<file path="src/lrmr_pkg.sv">
// ----------------------------------------------------------------------------
// lrmr_pkg
// shared types and character codes of the lcd row message rotator
// ----------------------------------------------------------------------------
package lrmr_pkg;

    localparam logic [7:0] CH_NUL = 8'h00;
    localparam logic [7:0] CH_NL  = 8'h0A;
    localparam logic [7:0] CH_SP  = 8'h20;

    localparam logic CMD_TICK = 1'b0;
    localparam logic CMD_CHAR = 1'b1;

    localparam logic KIND_CURSOR = 1'b0;
    localparam logic KIND_CHAR   = 1'b1;

    typedef struct packed {
        logic       start;
        logic [7:0] dividend;
        logic [5:0] divisor;
    } div_req_t;

    typedef struct packed {
        logic       done;
        logic [7:0] quotient;
    } div_rsp_t;

endpackage

</file>
<file path="src/lrmr_div.sv">
// ----------------------------------------------------------------------------
// lrmr_div
// restoring divider, one quotient bit per cycle, for the part reload split
// ----------------------------------------------------------------------------
module lrmr_div
(
    input  logic              clk,
    input  logic              rst_n,
    input  lrmr_pkg::div_req_t req,
    output lrmr_pkg::div_rsp_t rsp
);

    logic       busy_reg;
    logic       done_reg;
    logic [2:0] cnt_reg;
    logic [7:0] quo_reg;
    logic [5:0] rem_reg;
    logic [5:0] dvs_reg;
    logic [6:0] trial;
    logic [6:0] diff;
    logic       ge;

    assign trial = {rem_reg, quo_reg[7]};
    assign ge    = trial >= {1'b0, dvs_reg};
    assign diff  = trial - {1'b0, dvs_reg};

    always_ff @(posedge clk or negedge rst_n)
    begin
        if (!rst_n)
        begin
            busy_reg <= 1'b0;
            done_reg <= 1'b0;
            cnt_reg  <= '0;
        end
        else
        begin
            done_reg <= 1'b0;
            if (req.start)
            begin
                busy_reg <= 1'b1;
                cnt_reg  <= '0;
            end
            else if (busy_reg)
            begin
                cnt_reg <= cnt_reg + 3'd1;
                if (cnt_reg == 3'd7)
                begin
                    busy_reg <= 1'b0;
                    done_reg <= 1'b1;
                end
            end
        end
    end

    always_ff @(posedge clk)
    begin
        if (req.start)
        begin
            quo_reg <= req.dividend;
            rem_reg <= '0;
            dvs_reg <= req.divisor;
        end
        else if (busy_reg)
        begin
            rem_reg <= ge ? diff[5:0] : trial[5:0];
            quo_reg <= {quo_reg[6:0], ge};
        end
    end

    assign rsp.done     = done_reg;
    assign rsp.quotient = quo_reg;

endmodule

</file>
<file path="src/lcd_row_message_rotator.sv">
// ----------------------------------------------------------------------------
// lcd_row_message_rotator
// two-row lcd message manager with static, temporary and rotating messages
// ----------------------------------------------------------------------------
// input items on s_*: tuser 0 is a service tick, tuser 1 a message character;
// tlast marks the final character of a message. results on m_* are cursor
// sets (tuser 0) and character writes (tuser 1), tlast on the final result
// of each input item. items are taken one at a time, s_tready only when idle.
// a character that does not end a message is only buffered. ending a message
// compares the stored text with the new one and copies it when they differ,
// scans the stored text for parts, runs the divider for a temporary message,
// then writes each shown character and pads the row with spaces.
// a tick steps the row timers and runs a display pass per row that changes.
// all stored text lives in one 128 entry memory with a registered read, so the
// walks above set the time. reset clears the store through per-entry valid
// bits at once, so the block is ready as soon as reset ends. one
// result waits in a holding stage and one in the output register; while the
// receiver stalls the sequencer waits.
// ----------------------------------------------------------------------------
module lcd_row_message_rotator
#(
    parameter int ROWS    = 2,
    parameter int COLS    = 16,
    parameter int MAX_LEN = 31
)
(
    input  logic        clk,
    input  logic        rst_n,
    input  logic        cfg_wr_en,
    input  logic [7:0]  cfg_wr_data,
    input  logic        s_tvalid,
    output logic        s_tready,
    input  logic [23:0] s_tdata,   // row, timeout[7:0], msg_char[7:0], zero pad
    input  logic        s_tuser,   // cmd
    input  logic        s_tlast,
    output logic        m_tvalid,
    input  logic        m_tready,
    output logic [15:0] m_tdata,   // out_row, out_char[7:0], zero pad
    output logic        m_tuser,   // out_kind
    output logic        m_tlast
);

    localparam logic [4:0] S_IDLE   = 5'd0;
    localparam logic [4:0] S_CHAR   = 5'd1;
    localparam logic [4:0] S_CMP_RD = 5'd2;
    localparam logic [4:0] S_CMP_CK = 5'd3;
    localparam logic [4:0] S_CP_RD  = 5'd4;
    localparam logic [4:0] S_CP_WR  = 5'd5;
    localparam logic [4:0] S_CP_Z   = 5'd6;
    localparam logic [4:0] S_ST_RD  = 5'd7;
    localparam logic [4:0] S_ST_CK  = 5'd8;
    localparam logic [4:0] S_RELOAD = 5'd9;
    localparam logic [4:0] S_DIV    = 5'd10;
    localparam logic [4:0] S_SH_P   = 5'd11;
    localparam logic [4:0] S_SH_PC  = 5'd12;
    localparam logic [4:0] S_SH_RD  = 5'd13;
    localparam logic [4:0] S_SH_CK  = 5'd14;
    localparam logic [4:0] S_PAD    = 5'd15;
    localparam logic [4:0] S_TICK   = 5'd16;
    localparam logic [4:0] S_DONE   = 5'd17;

    logic [4:0]   state_reg;
    logic [7:0]   period_reg;

    logic         cmd_reg;
    logic         row_reg;
    logic [7:0]   timeout_reg;
    logic [7:0]   char_reg;
    logic         last_reg;

    logic [4:0]   cnt_reg;
    logic         ended_reg;

    logic         cur_row_reg;
    logic         kind_reg;
    logic [4:0]   idx_reg;
    logic         diff_reg;
    logic [4:0]   nparts_reg;
    logic         sbuf_reg;
    logic [5:0]   ptr_reg;
    logic [5:0]   len_reg;
    logic         term_nl_reg;

    logic [5:0]   showpos_reg [2];
    logic [7:0]   ttimer_reg  [2];
    logic [7:0]   ptimer_reg  [2];
    logic [7:0]   preload_reg [2];

    logic         pend_valid_reg;
    logic         pend_kind_reg;
    logic         pend_row_reg;
    logic [7:0]   pend_char_reg;
    logic         m_valid_reg;
    logic         m_kind_reg;
    logic         m_row_reg;
    logic [7:0]   m_char_reg;
    logic         m_last_reg;

    logic [7:0]   store_mem [128];
    logic [127:0] store_vld_reg;
    logic [7:0]   st_rdata_reg;
    logic         st_rvld_reg;
    logic         st_we;
    logic [6:0]   st_waddr;
    logic [7:0]   st_wdata;
    logic [6:0]   st_raddr;
    logic [7:0]   st_rd;

    logic [7:0]   buf_mem [32];
    logic [7:0]   buf_rdata_reg;
    logic         buf_we;
    logic [4:0]   buf_raddr;

    logic         emit_req;
    logic         emit_kind;
    logic [7:0]   emit_char;
    logic         emit_ok;
    logic         out_free;

    logic         accept;
    logic         row_ok;
    logic         cur_ok;
    logic [5:0]   idx_next;
    logic [4:0]   nparts_next;

    lrmr_pkg::div_req_t div_req;
    lrmr_pkg::div_rsp_t div_rsp;

    assign s_tready = (state_reg == S_IDLE);
    assign accept   = s_tvalid && s_tready;
    assign row_ok   = 32'(row_reg) < 32'(ROWS);
    assign cur_ok   = 32'(cur_row_reg) < 32'(ROWS);
    assign st_rd    = st_rvld_reg ? st_rdata_reg : lrmr_pkg::CH_NUL;
    assign out_free = !m_valid_reg || m_tready;
    assign emit_ok  = !pend_valid_reg || out_free;
    assign idx_next = ptr_reg + {5'd0, term_nl_reg};
    assign nparts_next = nparts_reg + {4'd0, st_rd == lrmr_pkg::CH_NL};

    assign buf_we = (state_reg == S_CHAR) && !ended_reg && (char_reg != lrmr_pkg::CH_NUL)
                    && (32'(cnt_reg) < 32'(MAX_LEN));

    always_comb
    begin
        st_we     = 1'b0;
        st_waddr  = {cur_row_reg, kind_reg, idx_reg};
        st_wdata  = buf_rdata_reg;
        st_raddr  = '0;
        buf_raddr = idx_reg;
        emit_req  = 1'b0;
        emit_kind = lrmr_pkg::KIND_CHAR;
        emit_char = st_rd;
        case (state_reg)
            S_CMP_RD: st_raddr = {cur_row_reg, kind_reg, idx_reg};
            S_CP_WR:  st_we = 1'b1;
            S_CP_Z:
            begin
                st_we    = 1'b1;
                st_waddr = {cur_row_reg, kind_reg, cnt_reg};
                st_wdata = lrmr_pkg::CH_NUL;
            end
            S_ST_RD:  st_raddr = {cur_row_reg, kind_reg, idx_reg};
            S_SH_P:   st_raddr = {cur_row_reg, showpos_reg[cur_row_reg]};
            S_SH_PC:
            begin
                st_raddr  = {cur_row_reg, showpos_reg[cur_row_reg]};
                emit_req  = 1'b1;
                emit_kind = lrmr_pkg::KIND_CURSOR;
                emit_char = lrmr_pkg::CH_NUL;
            end
            S_SH_RD:  st_raddr = {cur_row_reg, sbuf_reg, ptr_reg[4:0]};
            S_SH_CK:
            begin
                st_raddr = {cur_row_reg, sbuf_reg, ptr_reg[4:0]};
                emit_req = (st_rd != lrmr_pkg::CH_NUL) && (st_rd != lrmr_pkg::CH_NL);
            end
            S_PAD:
            begin
                emit_req  = 32'(len_reg) < 32'(COLS);
                emit_char = lrmr_pkg::CH_SP;
            end
            default: ;
        endcase
    end

    assign div_req.start    = (state_reg == S_RELOAD) && (nparts_reg != 5'd0) && kind_reg;
    assign div_req.dividend = ttimer_reg[cur_row_reg];
    assign div_req.divisor  = {1'b0, nparts_reg} + 6'd1;

    lrmr_div u_div
    (
        .clk   (clk),
        .rst_n (rst_n),
        .req   (div_req),
        .rsp   (div_rsp)
    );

    always_ff @(posedge clk)
    begin
        if (st_we)
        begin
            store_mem[st_waddr] <= st_wdata;
        end
        st_rdata_reg <= store_mem[st_raddr];
    end

    always_ff @(posedge clk or negedge rst_n)
    begin
        if (!rst_n)
        begin
            store_vld_reg <= '0;
            st_rvld_reg   <= 1'b0;
        end
        else
        begin
            if (st_we)
            begin
                store_vld_reg[st_waddr] <= 1'b1;
            end
            st_rvld_reg <= store_vld_reg[st_raddr];
        end
    end

    always_ff @(posedge clk)
    begin
        if (buf_we)
        begin
            buf_mem[cnt_reg] <= char_reg;
        end
        buf_rdata_reg <= buf_mem[buf_raddr];
    end

    always_ff @(posedge clk or negedge rst_n)
    begin
        if (!rst_n)
        begin
            period_reg <= 8'd10;
        end
        else if (cfg_wr_en)
        begin
            period_reg <= cfg_wr_data;
        end
    end

    // holding stage and output register
    always_ff @(posedge clk or negedge rst_n)
    begin
        if (!rst_n)
        begin
            pend_valid_reg <= 1'b0;
            m_valid_reg    <= 1'b0;
        end
        else if (emit_req && emit_ok)
        begin
            pend_valid_reg <= 1'b1;
            if (pend_valid_reg)
            begin
                m_valid_reg <= 1'b1;
            end
            else if (m_tready)
            begin
                m_valid_reg <= 1'b0;
            end
        end
        else if ((state_reg == S_DONE) && pend_valid_reg && out_free)
        begin
            pend_valid_reg <= 1'b0;
            m_valid_reg    <= 1'b1;
        end
        else if (m_tready)
        begin
            m_valid_reg <= 1'b0;
        end
    end

    always_ff @(posedge clk)
    begin
        if (emit_req && emit_ok)
        begin
            pend_kind_reg <= emit_kind;
            pend_row_reg  <= cur_row_reg;
            pend_char_reg <= emit_char;
            if (pend_valid_reg)
            begin
                m_kind_reg <= pend_kind_reg;
                m_row_reg  <= pend_row_reg;
                m_char_reg <= pend_char_reg;
                m_last_reg <= 1'b0;
            end
        end
        else if ((state_reg == S_DONE) && pend_valid_reg && out_free)
        begin
            m_kind_reg <= pend_kind_reg;
            m_row_reg  <= pend_row_reg;
            m_char_reg <= pend_char_reg;
            m_last_reg <= 1'b1;
        end
    end

    assign m_tvalid = m_valid_reg;
    assign m_tdata  = {7'd0, m_char_reg, m_row_reg};
    assign m_tuser  = m_kind_reg;
    assign m_tlast  = m_last_reg;

    always_ff @(posedge clk)
    begin
        if (accept)
        begin
            cmd_reg     <= s_tuser;
            row_reg     <= s_tdata[0];
            timeout_reg <= s_tdata[8:1];
            char_reg    <= s_tdata[16:9];
            last_reg    <= s_tlast;
        end
    end

    // sequencer
    always_ff @(posedge clk or negedge rst_n)
    begin
        if (!rst_n)
        begin
            state_reg      <= S_IDLE;
            cnt_reg        <= '0;
            ended_reg      <= 1'b0;
            cur_row_reg    <= 1'b0;
            kind_reg       <= 1'b0;
            idx_reg        <= '0;
            diff_reg       <= 1'b0;
            nparts_reg     <= '0;
            sbuf_reg       <= 1'b0;
            ptr_reg        <= '0;
            len_reg        <= '0;
            term_nl_reg    <= 1'b0;
            for (int r = 0; r < 2; r++)
            begin
                showpos_reg[r] <= '0;
                ttimer_reg[r]  <= '0;
                ptimer_reg[r]  <= '0;
                preload_reg[r] <= '0;
            end
        end
        else
        begin
            case (state_reg)
                S_IDLE:
                begin
                    if (accept)
                    begin
                        cur_row_reg <= 1'b0;
                        state_reg   <= (s_tuser == lrmr_pkg::CMD_TICK) ? S_TICK : S_CHAR;
                    end
                end
                S_CHAR:
                begin
                    if (!ended_reg && (char_reg == lrmr_pkg::CH_NUL))
                    begin
                        ended_reg <= 1'b1;
                    end
                    if (buf_we)
                    begin
                        cnt_reg <= cnt_reg + 5'd1;
                    end
                    if (last_reg && row_ok)
                    begin
                        ttimer_reg[row_reg] <= timeout_reg;
                        kind_reg    <= timeout_reg != 8'd0;
                        cur_row_reg <= row_reg;
                        idx_reg     <= '0;
                        diff_reg    <= 1'b0;
                        state_reg   <= S_CMP_RD;
                    end
                    else
                    begin
                        state_reg <= S_DONE;
                    end
                end
                S_CMP_RD: state_reg <= S_CMP_CK;
                S_CMP_CK:
                begin
                    if (idx_reg < cnt_reg)
                    begin
                        diff_reg  <= diff_reg | (st_rd != buf_rdata_reg);
                        idx_reg   <= idx_reg + 5'd1;
                        state_reg <= S_CMP_RD;
                    end
                    else if (diff_reg || (st_rd != lrmr_pkg::CH_NUL))
                    begin
                        idx_reg   <= '0;
                        state_reg <= S_CP_RD;
                    end
                    else
                    begin
                        state_reg <= S_DONE;
                    end
                end
                S_CP_RD: state_reg <= (idx_reg < cnt_reg) ? S_CP_WR : S_CP_Z;
                S_CP_WR:
                begin
                    idx_reg   <= idx_reg + 5'd1;
                    state_reg <= S_CP_RD;
                end
                S_CP_Z:
                begin
                    showpos_reg[cur_row_reg] <= {kind_reg, 5'd0};
                    idx_reg    <= '0;
                    nparts_reg <= '0;
                    state_reg  <= S_ST_RD;
                end
                S_ST_RD: state_reg <= S_ST_CK;
                S_ST_CK:
                begin
                    if (st_rd == lrmr_pkg::CH_NUL)
                    begin
                        state_reg <= S_RELOAD;
                    end
                    else
                    begin
                        nparts_reg <= nparts_next;
                        if (idx_reg == 5'd31)
                        begin
                            state_reg <= S_RELOAD;
                        end
                        else
                        begin
                            idx_reg   <= idx_reg + 5'd1;
                            state_reg <= S_ST_RD;
                        end
                    end
                end
                S_RELOAD:
                begin
                    if (nparts_reg == 5'd0)
                    begin
                        preload_reg[cur_row_reg] <= '0;
                        ptimer_reg[cur_row_reg]  <= '0;
                        state_reg <= S_SH_P;
                    end
                    else if (kind_reg)
                    begin
                        state_reg <= S_DIV;
                    end
                    else
                    begin
                        preload_reg[cur_row_reg] <= period_reg;
                        ptimer_reg[cur_row_reg]  <= period_reg;
                        state_reg <= S_SH_P;
                    end
                end
                S_DIV:
                begin
                    if (div_rsp.done)
                    begin
                        preload_reg[cur_row_reg] <= div_rsp.quotient;
                        ptimer_reg[cur_row_reg]  <= div_rsp.quotient;
                        state_reg <= S_SH_P;
                    end
                end
                S_SH_P: state_reg <= S_SH_PC;
                S_SH_PC:
                begin
                    if (emit_ok)
                    begin
                        if (st_rd == lrmr_pkg::CH_NUL)
                        begin
                            sbuf_reg <= ttimer_reg[cur_row_reg] != 8'd0;
                            ptr_reg  <= '0;
                        end
                        else
                        begin
                            sbuf_reg <= showpos_reg[cur_row_reg][5];
                            ptr_reg  <= {1'b0, showpos_reg[cur_row_reg][4:0]};
                        end
                        len_reg   <= '0;
                        state_reg <= S_SH_RD;
                    end
                end
                S_SH_RD: state_reg <= S_SH_CK;
                S_SH_CK:
                begin
                    if ((st_rd == lrmr_pkg::CH_NUL) || (st_rd == lrmr_pkg::CH_NL))
                    begin
                        term_nl_reg <= st_rd == lrmr_pkg::CH_NL;
                        state_reg   <= S_PAD;
                    end
                    else if (emit_ok)
                    begin
                        len_reg <= len_reg + 6'd1;
                        ptr_reg <= ptr_reg + 6'd1;
                        if (ptr_reg == 6'd31)
                        begin
                            term_nl_reg <= 1'b0;
                            state_reg   <= S_PAD;
                        end
                        else
                        begin
                            state_reg <= S_SH_RD;
                        end
                    end
                end
                S_PAD:
                begin
                    if (emit_req)
                    begin
                        if (emit_ok)
                        begin
                            len_reg <= len_reg + 6'd1;
                        end
                    end
                    else
                    begin
                        showpos_reg[cur_row_reg] <= {sbuf_reg, idx_next[4:0]};
                        if ((cmd_reg == lrmr_pkg::CMD_TICK) && !cur_row_reg)
                        begin
                            cur_row_reg <= 1'b1;
                            state_reg   <= S_TICK;
                        end
                        else
                        begin
                            state_reg <= S_DONE;
                        end
                    end
                end
                S_TICK:
                begin
                    if (!cur_ok)
                    begin
                        state_reg <= S_DONE;
                    end
                    else
                    begin
                        if (ttimer_reg[cur_row_reg] != 8'd0)
                        begin
                            ttimer_reg[cur_row_reg] <= ttimer_reg[cur_row_reg] - 8'd1;
                        end
                        if (ttimer_reg[cur_row_reg] == 8'd1)
                        begin
                            // temporary message expired, back to the static one
                            kind_reg   <= 1'b0;
                            showpos_reg[cur_row_reg] <= '0;
                            idx_reg    <= '0;
                            nparts_reg <= '0;
                            state_reg  <= S_ST_RD;
                        end
                        else if (ptimer_reg[cur_row_reg] == 8'd1)
                        begin
                            ptimer_reg[cur_row_reg] <= preload_reg[cur_row_reg];
                            state_reg <= S_SH_P;
                        end
                        else
                        begin
                            if (ptimer_reg[cur_row_reg] != 8'd0)
                            begin
                                ptimer_reg[cur_row_reg] <= ptimer_reg[cur_row_reg] - 8'd1;
                            end
                            if (!cur_row_reg)
                            begin
                                cur_row_reg <= 1'b1;
                            end
                            else
                            begin
                                state_reg <= S_DONE;
                            end
                        end
                    end
                end
                S_DONE:
                begin
                    if ((cmd_reg == lrmr_pkg::CMD_CHAR) && last_reg)
                    begin
                        cnt_reg   <= '0;
                        ended_reg <= 1'b0;
                    end
                    if (!pend_valid_reg || out_free)
                    begin
                        state_reg <= S_IDLE;
                    end
                end
                default: state_reg <= S_IDLE;
            endcase
        end
    end

`ifndef SYNTHESIS
    a_idle_no_pending: assert property (@(posedge clk) disable iff (!rst_n)
        (state_reg == S_IDLE) |-> !pend_valid_reg)
        else $error("result left in holding stage at idle");

    a_ptr_in_range: assert property (@(posedge clk) disable iff (!rst_n)
        (state_reg == S_SH_RD) |-> !ptr_reg[5])
        else $error("display pointer past end of buffer");

    a_div_done_state: assert property (@(posedge clk) disable iff (!rst_n)
        div_rsp.done |-> (state_reg == S_DIV))
        else $error("divider finished outside of reload wait");

    a_cnt_limit: assert property (@(posedge clk) disable iff (!rst_n)
        buf_we |=> (32'(cnt_reg) <= 32'(MAX_LEN)))
        else $error("incoming count beyond maximum length");
`endif

endmodule
</file>
<file path="config.mk">
export PLATFORM = sky130hd
export DESIGN_NAME = lcd_row_message_rotator
export DESIGN_NICKNAME = d
export VERILOG_FILES = /design/src/lrmr_pkg.sv /design/src/lrmr_div.sv /design/src/lcd_row_message_rotator.sv
export SDC_FILE = /design/constraint.sdc
export NUM_CORES = 2
export LEC_CHECK = 0
export BUFFER_PORTS_ARGS = -buffer_cell sky130_fd_sc_hd__buf_2
export CORE_MARGIN = 3
export CORE_UTILIZATION = 30
export DETAILED_ROUTE_END_ITERATION = 6
export PLACE_DENSITY_LB_ADDON = 0.12
export SETUP_SLACK_MARGIN = 0.02
export SYNTH_ARGS = -nofsm -noshare
export SYNTH_HDL_FRONTEND = slang
export SYNTH_SLANG_ARGS = --single-unit
</file>
<file path="constraint.sdc">
create_clock -name clk -period 3.7 [get_ports clk]
set_input_delay 0.555 -clock clk [delete_from_list [all_inputs] [get_ports clk]]
set_output_delay 0.555 -clock clk [all_outputs]
set_load 0.02 [all_outputs]
</file>
### After elaboration in Yosys (flattened, before gate mapping)

Memories as Yosys holds them, arrays and structs flattened. A register that Yosys moved wholly into a read port is not among the register bits.
Cells that the tools add are included.

| storage, ports and cells | value |
|---|---|
| memory bits (writable) | 1,280 |
| bits in latches | 0 |
| bits in read-only memories | 0 |
| memories | 2 |
| logic and storage cells | 352 |
| bits in registers | 302 |
| input bits | 39 |

| operators by class | value |
|---|---|
| shifts and indexed selects | 0 |
| $add $sub $neg | 11 |
| divide/modulo/power cells | 0 |
| magnitude comparators | 11 |
| equal/unequal tests | 51 |
| reduce and logical (&&, ||, !) cells | 70 |
| bitwise gates (word level) | 10 |
| $mul | 0 |
| mux-type cells | 154 |

Memory list:

| memory | words | width | rd ports | clocked after memory_dff | wr ports | line | source |
|---|---|---|---|---|---|---|---|
| store_mem | 128 | 8 | 1 | 1 | 1 | lcd_row_message_rotator.sv:99 | `logic [7:0] store_mem [128];` |
| buf_mem | 32 | 8 | 1 | 1 | 1 | lcd_row_message_rotator.sv:109 | `logic [7:0] buf_mem [32];` |

Operator list:

| operator | number |
|---|---|
| two-way mux 16 bit | 11 |
| two-way mux 8 bit | 18 |
| bitwise mux 16 bit | 8 |
| bitwise OR 128 bit | 1 |
| two-way mux 5 bit | 25 |
| one-hot mux 5 bit (18 select lines) | 1 |
| two-way mux 6 bit | 12 |
| one-hot mux 16 bit (2 select lines) | 2 |
| two-way mux 1 bit | 48 |
| one-hot mux 16 bit (3 select lines) | 1 |
| == test 5 x 4 -> 1 bit (second input constant) | 8 |
| nonzero test 8 bit | 5 |
| one-hot mux 12 bit (3 select lines) | 1 |
| != test 2 bit (second input constant) | 17 |
| bitwise AND 16 bit | 2 |
| one-hot mux 5 bit (6 select lines) | 1 |
| AND reduction 3 bit | 9 |
| bitwise mux 12 bit | 2 |
| two-way mux 12 bit | 2 |
| one-hot mux 7 bit (3 select lines) | 1 |
| == test 5 x 3 -> 1 bit (second input constant) | 4 |
| one-hot mux 6 bit (3 select lines) | 1 |
| nonzero test 2 bit | 9 |
| demux 8 bit (select 1 bit) | 2 |
| 62 further kinds | 116 |

### Logic depth before layout (Yosys ltp)

| depth | value |
|---|---|
| depth after elaboration | 10 |
| gate-level depth with buffers | 14 |
| gate-level depth less buffers | 10 |

### By module

Synthesis repeated with hierarchy kept, for this count alone.

| second synthesis, totals | value |
|---|---|
| cell total of the unflattened synthesis | 3,846 |
| area total of the unflattened synthesis | 65,198.8 um2 |

Modules (own cells, without submodules):

| module | seq. area each (um2) | area each (um2) | cells each | instances |
|---|---|---|---|---|
| lcd_row_message_rotator | 45,891.5 | 63,865.0 | 3,730 | 1 |
| lrmr_div | 665.6 | 1,333.8 | 116 | 1 |

### Worst setup path before layout

No wires, ideal clock.

| timing | value |
|---|---|
| kind | flip-flop to flip-flop |
| from | reg state_reg[1] |
| to | mem store_mem[0][0] (data pin) |
| buffers on the path | 3 |
| library setup time | 0.535 ns |
| cell stages (with the launch flop) | 7 |
| path slack | 0.057 ns |
| required time | 3.165 ns |
| arrival time | 3.109 ns |
| period minus slack after synthesis | 3.643 ns |
| cells stage by stage | dfrtp_1 buf_2 nor2b_1 nand3_1 clkbuf_1 clkbuf_1 and2_1 |

| on the way | value |
|---|---|
| longest elaborated chain between the ends | 2 |

RTL lines:

| element | line | source |
|---|---|---|
| start, declared | lcd_row_message_rotator.sv:62 | `logic [4:0] state_reg;` |
| start signal, assigned | lcd_row_message_rotator.sv:349 | `state_reg <= (s_tuser == lrmr_pkg::CMD_TICK) ? S_TICK : S_CHAR;` |
| start signal, assigned | lcd_row_message_rotator.sv:395 | `S_CP_RD: state_reg <= (idx_reg < cnt_reg) ? S_CP_WR : S_CP_Z;` |
| == test 5 x 3 -> 1 bit | lcd_row_message_rotator.sv:152 | `case (state_reg)` |
| two-way mux 8 bit | lcd_row_message_rotator.sv:152 |  |
| via st_wdata[0] | lcd_row_message_rotator.sv:105 | `logic [7:0] st_wdata;` |
| end, declared | lcd_row_message_rotator.sv:99 |  |

The timed path passes the listed nets, and every way through them passes these cells.

### Worst setup path in the final report

| timing | value |
|---|---|
| from | reg state_reg[1] |
| to | reg st_rdata_reg[2] (read register of store_mem) |

| on the way | value |
|---|---|
| longest elaborated chain between the ends | 3 |
| elaborated cells between the ends (all ways) | 10 |
| classes of those cells | eq/ne: 6; mux: 1; reduce/logical: 3 |

RTL lines:

| element | line | source |
|---|---|---|
| == test 5 x 4 -> 1 bit, or another cell as far along | lcd_row_message_rotator.sv:152 |  |
| OR reduction 2 bit (no line) | n/a |  |
| one-hot mux 7 bit (3 select lines) * | lcd_row_message_rotator.sv:152 |  |
| end, declared | lcd_row_message_rotator.sv:101 | `logic [7:0] st_rdata_reg;` |

Every way passes the cells marked *; elsewhere a longest branch is shown, timed or not.
A chain may end at the register's enable or synchronous reset.

==> summary.txt <==
Final WL: 189 mm
CP most frequent cell: buf_12
CP max stage delay: 520 ps
Fillcell total: 20.5k
Delay-heaviest family, CP: compound AO/OA/AOI/OAI gates
Starting Density: 0.303
Relative slew slack: 0.206
PwrDens: 643 nW/um^2
Setup violators final: 0
Area grow syn2layout: 19.5%
Start point of the worst hold path: m_tready
Post-layout min period: 3630 ps
DP Wirelength: 120 mm
Status: completed
# DRC: 0
Internal: 0.0354 W
Drt initial violations: 2966
Vias/cell: 4.96
Core Area: 216000 sq um
Asr flop ratio synth: 0.151
First-pass GRT wire length: 276 mm
Vias in the first global route: 37.8k
Setup crit end kind: register
CTS buffer count: 177
Vias: 36.8k
Count of pins over their slew limit: 0
Clk network pwr share: 0.350
Most common cell after layout, fill and taps aside: edfxtp_1
Clk buf depth: 3
Worst path slowest cell: a31oi_1
Req. time, crit path: 4430 ps
Critical Path AT: 4360 ps
Worst path buffer plus inverter count: 4
Unique masters post-synth: 83
# clock sinks: 1598
Die ar.: 223000 sq um
Min-delay worst type: in -> reg
R2R cell count: 12
Layout cells sized above 1: 0.268
Final ANT Viol Nets: 0
Site Rows: 170
RSZ-0062 raised after global routing: no
Drt pass-1 iters: 5
CP Max Fanout: 47
Total gr overflow: 0
Syn Inst Count: 3954
Worst hold margin: 190 ps
IO buf count: 44
Sw Pwr: 0.0148 W
Most frequent cells in the layout: edfxtp_1 (1334), buf_4 (361), nand2_1 (304), nor2_1 (273), mux4_2 (254)
Top Ports: 59
CTS H-tree depth: 4
Seq pwr share: 0.444
Setup TNS Final: 0 ps
Synth Register Bits: 1598
Cell count after placement: 7049
Sw Share: 0.295
Worst Hold Depth: 4
Nets: 4491
Tot GR Track Use: 0.168
Ys flop type: edfxtp_1
Initial antenna violation count: 7
Combinational Power Share: 0.205
EDFF count, synth: 1334
Reg2reg end: st_rdata_reg[2]
Die height: 473 microns
Drt wl/cell: 25.5 microns
Maximum number of pins on one net before global-route repair: 129
GPL Wtd Cong: 0.784
Fmax: 0.276 GHz
Mapped cell area: 65300 sq um
Hold path endpoint: pend_valid_reg
Final Hold Viols: 0
Die X: 473 microns
Syn_area_per_cell: 16.5 sq um
CTS tree: built
Critical R2R Launch: state_reg[1]
Critical path class: reg -> reg
Worst-Skew Late Latency: 820 ps
Slew @ Worst Pin: 1190 ps
CTS root buf: clkbuf_16
Worst clock skew: 25.4 ps
Worst-path cell chain: or3b_4 -> a211oi_2 -> nor3_4 -> buf_12 -> buf_12 -> buf_12 -> buf_12 -> mux4_2 -> nand2_1 -> a31oi_1 -> o211ai_1 -> nor4b_2
Flop2flop setup slack: 70 ps
Period Utilization, post-route: 0.980
Post-synthesis sequential area ratio: 0.713
Finished Layout Cells: 7413
Max FFs per register: 1024
CTS clk-pin slew, worst paths: 60 ps
Max Cap Violations: 0
Pleak: 27.2 nW
Warnings, synthesis: 0
Peak supply drop: 0.000549 V
Setup crit start kind: register
## worst max path at each step
stage	to	from	depth (start not counted)	slack [ps]
after global placement	st_rdata_reg[2]	state_reg[0]	13	-370
after CTS	st_rdata_reg[3]	state_reg[1]	12	30
final	st_rdata_reg[2]	state_reg[1]	12	70
after global routing	state_reg[1]	cur_row_reg	10	30
after detailed placement	st_rdata_reg[2]	state_reg[0]	13	-370
after floorplan	store_mem[0][0]	state_reg[1]	6	60
## final cells by class
cell class | count | area, sq um | share of cell area
diodes | 4 | 10.0 | 0.000128
clock buffers | 238 | 4770 | 0.0610
clock inverters | 91 | 995 | 0.0127
inverters | 42 | 158 | 0.00202
multi-input cells | 2117 | 17800 | 0.228
flip-flops and latches | 1598 | 46600 | 0.596
well taps | 2838 | 3550 | 0.0455
repair buffers | 485 | 4260 | 0.0546
## power by group through the flow
stage / Combinational (W) / Sequential, W / Clock (W)
detailed placement: 0.0104 / 0.0227 / 0
finish: 0.0103 / 0.0223 / 0.0176
global route: 0.0113 / 0.0224 / 0.0189
floorplan: 0.00603 / 0.0225 / 0
CTS: 0.0105 / 0.0223 / 0.0181
global placement: 0.0104 / 0.0227 / 0
## cells by family after synthesis
kind of cell,after synthesis,synth area share
xor+xnor,29,0.00389
buf+inv,245,0.0178
compound gates,592,0.0618
other cells,1,0.0000574
mux,518,0.129
flops,1598,0.713
simple gates,940,0.0685
fa+ha+maj,31,0.00605
## synthesized netlist by cell type, types with 21 or more instances
cell type / instances / share of area
a21oi_1: 116 / 0.0089
a221oi_1: 26 / 0.0035
a22o_1: 25 / 0.0034
a22oi_1: 51 / 0.0059
a31oi_1: 31 / 0.0030
and2_1: 21 / 0.0020
and3_1: 23 / 0.0022
buf_2: 62 / 0.0047
buf_4: 34 / 0.0039
clkbuf_1: 92 / 0.0053
dfrtp_1: 240 / 0.092
dfxtp_1: 22 / 0.0067
edfxtp_1: 1334 / 0.61
ha_1: 30 / 0.0057
inv_1: 39 / 0.0022
mux2_2: 74 / 0.013
mux2i_1: 190 / 0.029
mux4_2: 254 / 0.088
nand2_1: 304 / 0.017
nand3_1: 73 / 0.0056
nor2_1: 275 / 0.016
nor3_1: 25 / 0.0019
o21ai_0: 142 / 0.011
o221ai_1: 46 / 0.0062
or2_2: 131 / 0.013
## routing by layer
metal	GRT usage	wire length (microns)	vias to the layer above
li1	-	-	16500
met4	0.0379	3630	0
met3	0.0231	7060	215
met1	0.243	88900	19200
met5	0	0	-
met2	0.271	89100	772
## repair_timing
action,CTS,global route
gates resized for setup,4,12
pin swaps,1,1
hold buffers,28,0
endpoints found under the hold margin,65,0
setup buffers,3,0
setup endpoints to repair,9,13
## per-stage QoR
stage | util | instance area [sq um] | setup WS, ps | power, W
floorplan | - | 65400 | 56.7 | 0.0286
global placement | 0.334 | 71900 | -373 | 0.0330
detailed placement | 0.334 | 71900 | -369 | 0.0331
CTS | 0.362 | 78000 | 27.7 | 0.0509
global route | 0.362 | 78100 | 26.8 | 0.0526
finish | 0.362 | 78100 | 72.5 | 0.0503
## worst reg2reg max path, delay by kind of cell, from the launching register on
kind / cells / cell delay [ps]
AOI/OAI and AO/OA: 3 / 1100
buffers and inverters: 4 / 610
DFF: 1 / 460
muxes: 1 / 450
and+or+nand+nor: 4 / 930
No activity file was read; power rests on OpenSTA's default activity.
